--- src/hdl/bhob_pkg.sv ---
package bhob_pkg;

    localparam int ALPHABET = 256;
    localparam int ALPHA_W  = $clog2(ALPHABET);
    localparam int WALK_W   = ALPHA_W + 1;

    localparam logic [32:0] MAX_DOC_BYTES = 33'd16777216;
    localparam logic [24:0] COUNT_MAX     = 25'h1FF_FFFF;
    localparam logic [24:0] COUNT_CAP     = (MAX_DOC_BYTES < 33'(COUNT_MAX)) ?
                                            MAX_DOC_BYTES[24:0] : COUNT_MAX;

    localparam int CFG_W = 25;
    localparam int IDX_W = 1;

    localparam logic [24:0] REPEAT_FLOOR_RESET = 25'd1;
    localparam logic [15:0] HEADER_SKIP_RESET  = 16'd484;

    localparam logic [IDX_W-1:0] REG_REPEAT_FLOOR = 1'b0;
    localparam logic [IDX_W-1:0] REG_HEADER_SKIP  = 1'b1;

    localparam logic [1:0] OP_COUNT   = 2'd0;
    localparam logic [1:0] OP_END     = 2'd1;
    localparam logic [1:0] OP_PLACE   = 2'd2;
    localparam logic [1:0] OP_RESTART = 2'd3;

    localparam logic [1:0] KIND_CLOSED   = 2'd0;
    localparam logic [1:0] KIND_PLACED   = 2'd1;
    localparam logic [1:0] KIND_DOC_DONE = 2'd2;

    typedef struct packed {
        logic [1:0] operation;
        logic [7:0] data_byte;
    } item_t;

    typedef struct packed {
        logic [1:0]  kind;
        logic [7:0]  byte_value;
        logic [23:0] position;
        logic [23:0] slot;
        logic [8:0]  allowed_count;
        logic [24:0] total_entries;
    } result_t;

    typedef struct packed {
        logic load;
        logic do_count;
        logic do_place;
        logic do_restart;
        logic do_end_doc;
        logic begin_walk;
        logic walk;
        logic finish_close;
    } cmd_t;

    typedef struct packed {
        logic placing;
        logic walk_last;
    } status_t;

endpackage

--- src/hdl/bhob_ctrl.sv ---
module bhob_ctrl (
    input  logic              clk,
    input  logic              rst_n,
    input  logic              start,
    input  logic [1:0]        operation,
    input  bhob_pkg::status_t status,
    output bhob_pkg::cmd_t    cmd,
    output logic              busy
);

    localparam logic [1:0] ST_IDLE = 2'd0;
    localparam logic [1:0] ST_EXEC = 2'd1;
    localparam logic [1:0] ST_WALK = 2'd2;
    localparam logic [1:0] ST_FIN  = 2'd3;

    logic [1:0] state_reg;
    logic [1:0] state_next;
    logic [1:0] op_reg;
    logic [1:0] op_next;

    always_comb
    begin
        cmd        = '0;
        state_next = state_reg;
        op_next    = op_reg;
        case (state_reg)
            ST_IDLE:
            begin
                if (start)
                begin
                    cmd.load   = 1'b1;
                    op_next    = operation;
                    state_next = ST_EXEC;
                end
            end
            ST_EXEC:
            begin
                state_next = ST_IDLE;
                case (op_reg)
                    bhob_pkg::OP_COUNT:   cmd.do_count   = !status.placing;
                    bhob_pkg::OP_PLACE:   cmd.do_place   = status.placing;
                    bhob_pkg::OP_RESTART: cmd.do_restart = 1'b1;
                    bhob_pkg::OP_END:
                    begin
                        if (status.placing)
                        begin
                            cmd.do_end_doc = 1'b1;
                        end
                        else
                        begin
                            cmd.begin_walk = 1'b1;
                            state_next     = ST_WALK;
                        end
                    end
                    default: state_next = ST_IDLE;
                endcase
            end
            ST_WALK:
            begin
                cmd.walk = 1'b1;
                if (status.walk_last)
                begin
                    state_next = ST_FIN;
                end
            end
            ST_FIN:
            begin
                cmd.finish_close = 1'b1;
                state_next       = ST_IDLE;
            end
            default: state_next = ST_IDLE;
        endcase
    end

    always_ff @(posedge clk or negedge rst_n)
    begin
        if (!rst_n)
        begin
            state_reg <= ST_IDLE;
            op_reg    <= bhob_pkg::OP_COUNT;
        end
        else
        begin
            state_reg <= state_next;
            op_reg    <= op_next;
        end
    end

    assign busy = (state_reg != ST_IDLE);

endmodule

--- config.mk ---
export PLATFORM = sky130hd
export DESIGN_NAME = bhob_ctrl
export DESIGN_NICKNAME = d
export VERILOG_FILES = /design/src/hdl/bhob_pkg.sv /design/src/hdl/bhob_ctrl.sv
export SDC_FILE = /design/constraint.sdc
export NUM_CORES = 1
export LEC_CHECK = 0
export BUFFER_PORTS_ARGS = -buffer_cell sky130_fd_sc_hd__clkbuf_2
export CAP_MARGIN = 20
export CORE_AREA = 2 2 39 41
export DETAILED_ROUTE_END_ITERATION = 8
export DIE_AREA = 0 0 41 43
export PLACE_DENSITY_LB_ADDON = 0.3
export SLEW_MARGIN = 20
export SYNTH_ARGS = -nofsm -noshare
export SYNTH_HDL_FRONTEND = slang
export SYNTH_SLANG_ARGS = --single-unit
--- constraint.sdc ---
create_clock -name clk -period 1.1 [get_ports clk]
set_input_delay 0.11 -clock clk [delete_from_list [all_inputs] [get_ports clk]]
set_output_delay 0.11 -clock clk [all_outputs]
set_load 0.05 [all_outputs]
==> run metrics, run 1 <==
Final Max Slew Viols=0; Total Routing Usage GR=between 10% and 20%; Remaining DRCs=0; sequential area share after synthesis=roughly two fifths; violations in the final reports=setup timing; Clk Latency, worst-skew pair=approximately 240 ps; maximum clock insertion buffer count=2; post-layout min period=1335 ps; number of distinct library cells after synthesis=14; category of the most critical setup path=flip-flop to flip-flop; final routed wirelength across all metal layers=699 um; area of the die=1763 sq um; switching portion of total power=a little over two fifths; mean instance size in the synthesized netlist=10.39 sq um; Inserted Clock Buffers=3; switching power=~0.88 mW; warning count from the yosys run=0; min-delay worst type=input port to flip-flop; clock-pin slew on the worst setup and hold paths=roughly 50 ps; via/cell ratio=between 4 and 5; final antenna-violating net count=0; setup slack after placement=-205.8 ps; share of total power in combinational logic=72.5%; setup repair after global routing missed its margin=yes; max_cap viols=0; Syn Nets=30; first-pass GRT wire length=1.186 mm; initial antenna violation count=0; I/O Pins=16; HPWL Detailed=555.6 um; final hold viol count=0; width of the chip=roughly 40 um; core area=1384 sq um; number of standard cells after synthesis=23; layout-stage area growth over the synthesis result=186.4%; Final TNS setup=-2207 ps; largest clock skew in the final design=9.379 ps; Final Wtd Congestion=0.6379; cell with the biggest individual delay on the critical path=dfrtp_2; pin count of the biggest net entering global routing=7; ratio of cells with drive above 1 in the final layout=87.27%; Int Pwr=1.163 mW; peak supply drop=about 1.6 mV; f_max=749.0 MHz; proportion of netlist area held by the largest area contributor=41.88%; buffer type at the clock tree root=clkbuf_4; sequential power share=17.4%; netlist area before placement=about 240 sq um; power density over the cells=2980 nW/um^2; synth top area cells=dfrtp_1, mux2_1, nor3b_4, nand2b_1, nor2b_1; drt first-iter violations=1; Row Count=14; largest area contributor in the netlist=dfrtp_1; final critical-path setup slack=-235.1 ps; grt ovf=0; Final period util=121.4%; pin slew with the least headroom to its limit=about 240 ps; Layout fillers=between 100 and 150; sum of internal, switching and leakage power=2.039 mW; via count of the first global-routing pass=between 200 and 300; total setup violations reported at the end of the flow=11; Nets=63; Die Height=between 40 and 50 um; Post-Place Cell Area=459.2 sq um; number of optimization iterations in the first detailed-route pass=2; maximum single-stage delay on the critical path=400 ps; ANT cells=0; static leakage=0.3215 nW; Post-Route Hold Slack=100.6 ps; Port-buffer cells=15; CP Data Required Time=1210 ps; register bit total from synthesis=4; total number of vias=298; commonest cells after routing, fill and taps aside=clkbuf_2, buf_8, buf_4, buf_6; clock tree from TritonCTS=done; detail-routed net length per standard cell=9.845 um; effective utilization at floorplan=between 10% and 20%; Critical Path AT=around 1500 ps; CTS sink count=4; largest fanout of any net on the critical path=6; Crit path top cell by count=buf_6; endpoint type of the worst setup path=flip-flop; CP Launch Type=flip-flop; normalized max-slew margin=84.27%; CTS HTree Levels=1; result of the run=complete, but fails checks; summed area of non-filler cells in the final layout=~700 sq um; part of the power in the clock network=between 10% and 20%; sequence of cells on the critical path=buf_6 -> nor3b_4 -> buf_6 -> mux2_4
per-stage QoR:
stage	util, %	std cells
after global placement	33.18	62
after CTS	47.29	70
after detailed placement	33.18	62
final	49.46	71
after global routing	49.46	71
after floorplan	-	23
power groups by stage:
stage	logic, mW	registers [mW]	clock network [mW]
final	1.48	0.354	0.206
after global routing	1.57	0.370	0.231
after CTS	1.36	0.350	0.218
after detailed placement	1.01	0.320	0
after global placement	1.01	0.315	0
after floorplan	0.663	0.340	0
final cells by class:
type	count	area, sq um	share of cell area, %
clock buffer	4	26.28	3.839
multi-input combinational	17	231.5	33.82
tap	16	20.02	2.925
sequential	4	103.9	15.17
timing repair buffer	28	295.3	43.14
inverter	2	7.507	1.097
layer usage:
metal  wire [um]  share of wire, %  GRT usage [%]
met2         379                54          15.31
met5           0                 0              0
met3          56               8.0          1.571
met1         262                37          11.80
met4           0                 0          8.000
repair_timing:
| item | 4_1_cts | 5_1_grt |
|---|---|---|
| endpoints found under the setup margin | 11 | 12 |
| hold buffers | 1 | 0 |
| buffers inserted | 3 | 1 |
| hold endpoints to repair | 4 | 0 |
| pin swaps | 4 | 2 |
| gates resized for setup | 33 | 11 |
worst paths after layout:
check	start	to	slack (ps)	cells after the start
worst max-delay path	flip-flop	op_reg[1]	-240	4
worst min-delay path	operation[0]	op_reg[0]	100	2
worst max register to register	flip-flop	op_reg[1]	-240	4
worst min register to register	state_reg[0]	state_reg[0]	560	1
max in group asynchronous	rst_n	state_reg[0]	750	2
min in group asynchronous	rst_n	op_reg[0]	200	2
logic make-up (layout without fill, tap and decap cells):
kind of cell / count (synthesis) / count (layout) / synth area share [%]
and+or+nand+nor: 13 / 13 / 37.17
AOI/OAI and AO/OA: 1 / 1 / 4.189
muxes: 3 / 3 / 13.61
buffers and inverters: 2 / 34 / 3.143
DFF: 4 / 4 / 41.89
Yosys cell counts:
library cell and instances:
and2_1 1, nor2b_1 2, and3_1 1, dfrtp_1 4, nor3_1 2, nor3b_4 1
mux2i_1 1, inv_1 2, mux2_1 2, nor4_1 2, nor2_1 1, nand2b_1 2
or2_1 1, a41o_1 1
critical path: cells and delay by family (launching register included):
family,cells,cell delay [ps]
buffers and inverters,2,280
flip-flops,1,400
multiplexers,1,280
AND/OR/NAND/NOR,1,250
Note: power is estimated with default switching activity, not from simulation.
==> run 2, diff against run 1 <==
BUFFER_PORTS_ARGS = default   (was -buffer_cell sky130_fd_sc_hd__clkbuf_2)
DONT_BUFFER_PORTS = 1   (was default)
==> run metrics, run 2 (synthesized netlist as in run 1, its figures left out) <==
result of the run=complete, but fails checks (unchanged); violations in the final reports=setup timing (unchanged); Nets=54 (was 63); core area=1384 sq um (unchanged); static leakage=0.2795 nW (was 0.3215 nW); largest fanout of any net on the critical path=3 (was 6); CTS sink count=4 (unchanged); Layout fillers=138 (was 134); endpoint type of the worst setup path=primary output (was flip-flop); largest clock skew in the final design=6.605 ps (was 9.379 ps); clock-pin slew on the worst setup and hold paths=40 ps (was 50 ps); buffer type at the clock tree root=clkbuf_4 (unchanged); pin slew with the least headroom to its limit=272.7 ps (was 235.6 ps); number of placed cells counting well taps=54 (was 62); number of optimization iterations in the first detailed-route pass=4 (was 2); worst-case register-to-register setup slack=-190 ps (was -240 ps); initial antenna violation count=0 (unchanged); category of the most critical setup path=flip-flop to primary output (was flip-flop to flip-flop); Die Height=43 um (unchanged); sum of internal, switching and leakage power=2.014 mW (was 2.039 mW); setup repair after global routing missed its margin=yes (unchanged); Post-Place Cell Area=524.3 sq um (was 459.2 sq um); f_max=730.3 MHz (was 749.0 MHz); effective utilization at floorplan=17.27% (unchanged); peak supply drop=1.251 mV (was 1.609 mV); ANT cells=0 (unchanged); Total Routing Usage GR=9.788% (was 10.10%); Port-buffer cells=0 (was 15); min-delay worst type=input port to flip-flop (unchanged); Post-Route Hold Slack=19.68 ps (was 100.6 ps); width of the chip=41 um (unchanged); max_cap viols=0 (unchanged); number of stages on the worst hold path=1 (was 2); CTS HTree Levels=1 (unchanged); grt ovf=0 (unchanged); total number of vias=271 (was 298); drt first-iter violations=6 (was 1); total setup violations reported at the end of the flow=12 (was 11); ratio of cells with drive above 1 in the final layout=80.43% (was 87.27%); final hold viol count=0 (unchanged); first-pass GRT wire length=1.124 mm (was 1.186 mm); via/cell ratio=4.371 (was 4.197); final routed wirelength across all metal layers=700 um (was 699 um); Final period util=124.5% (was 121.4%); layout-stage area growth over the synthesis result=164.9% (was 186.4%); Row Count=14 (unchanged); power density over the cells=3181 nW/um^2 (was 2980 nW/um^2); normalized max-slew margin=81.69% (was 84.27%); area of the die=1763 sq um (unchanged); HPWL Detailed=540.7 um (was 555.6 um); Inserted Clock Buffers=3 (unchanged); setup slack after placement=-143.7 ps (was -205.8 ps); I/O Pins=16 (unchanged); CP Data Required Time=990 ps (was 1210 ps); RR Endpoint=op_reg[1] (unchanged); summed area of non-filler cells in the final layout=633.1 sq um (was 684.4 sq um); HP Start=operation[0] (unchanged); CP Launch Type=flip-flop (unchanged); Remaining DRCs=0 (unchanged); Clk Latency, worst-skew pair=240 ps (about the same); depth of the worst register-to-register path=4 (unchanged); final antenna-violating net count=0 (unchanged); post-route non-filler standard cell count=62 (was 71); clock tree from TritonCTS=done (unchanged); Critical Path AT=1260 ps (was 1450 ps); commonest cells after routing, fill and taps aside=buf_12, buf_6, buf_4 (was clkbuf_2, buf_8, buf_4, buf_6); post-layout min period=1369 ps (was 1335 ps); via count of the first global-routing pass=273 (was 291); final critical-path setup slack=-269.4 ps (was -235.1 ps); capture endpoint of the worst hold path=op_reg[0] (unchanged); detail-routed net length per standard cell=11.29 um (was 9.845 um); pin count of the biggest net entering global routing=6 (was 7); Final Wtd Congestion=0.6622 (was 0.6379); Final Max Slew Viols=0 (unchanged); maximum clock insertion buffer count=2 (unchanged)
[run 2: cell count changes in the layout (fill, tap and decap cells not counted)]
cell | before | now
nor2b_1 | 0 | 2
buf_12 | 0 | 7
buf_8 | 6 | 0
buf_4 | 6 | 4
nor2b_4 | 2 | 0
clkbuf_8 | 2 | 0
clkbuf_16 | 1 | 0
clkbuf_2 | 6 | 0
buf_6 | 6 | 7
[run 2: critical path, cell delays in order, from the launching register on]
cell and delay, ps:
dfrtp_2 400, nand2b_4 180, buf_12 140, nor3_4 140, buf_12 160
[run 2: how the worst max path moves through the flow]
| stage | endpoint | slack, ps | cells past startpoint |
|---|---|---|---|
| global route | cmd[3] | -310 | 4 |
| finish | cmd[2] | -270 | 4 |
| CTS | busy | -290 | 4 |
| global placement | op_reg[1] | -110 | 3 |
| detailed placement | op_reg[0] | -140 | 3 |
| floorplan | op_reg[0] | -380 | 2 |
[run 2: cell type report]
class	instances	area [sq um]	area share, %
clock buffer	4	26.28	4.150
timing repair buffer	19	259.0	40.91
sequential	4	103.9	16.40
multi-input combinational	17	216.5	34.19
tap	16	20.02	3.162
inverter	2	7.507	1.186
[run 2: metal layers]
layer  up-vias  track usage [%]  share of wire [%]
met5         -                0                  0
met4         0            6.000                  0
met3         0            3.665                8.6
met2        12            16.25                 57
met1       130            9.477                 35
li1        129                -                  -
[run 2: power breakdown]
group,internal [mW],switching [mW]
registers,0.226,0.0970
clock network,0.136,0.0622
logic,0.794,0.699
total,1.16,0.858
[run 2: metrics by stage]
| stage | TNS [ps] | utilization (%) |
|---|---|---|
| 2_1_floorplan | -2237 | - |
| 3_3_place_gp | -669.0 | 37.88 |
| 3_5_place_dp | -878.7 | 37.88 |
| 4_1_cts | -2704 | 45.30 |
| 5_1_grt | -3049 | 45.75 |
| 6_report | -2476 | 45.75 |
[run 2: what timing repair did]
| item | in CTS | in global routing |
|---|---|---|
| hold buffers | 1 | 0 |
| endpoints found under the hold margin | 4 | 0 |
| gates resized for setup | 14 | 2 |
| buffers inserted | 3 | 0 |
| gates cloned | 0 | 0 |
| endpoints found under the setup margin | 12 | 13 |
| pin swaps | 4 | 5 |
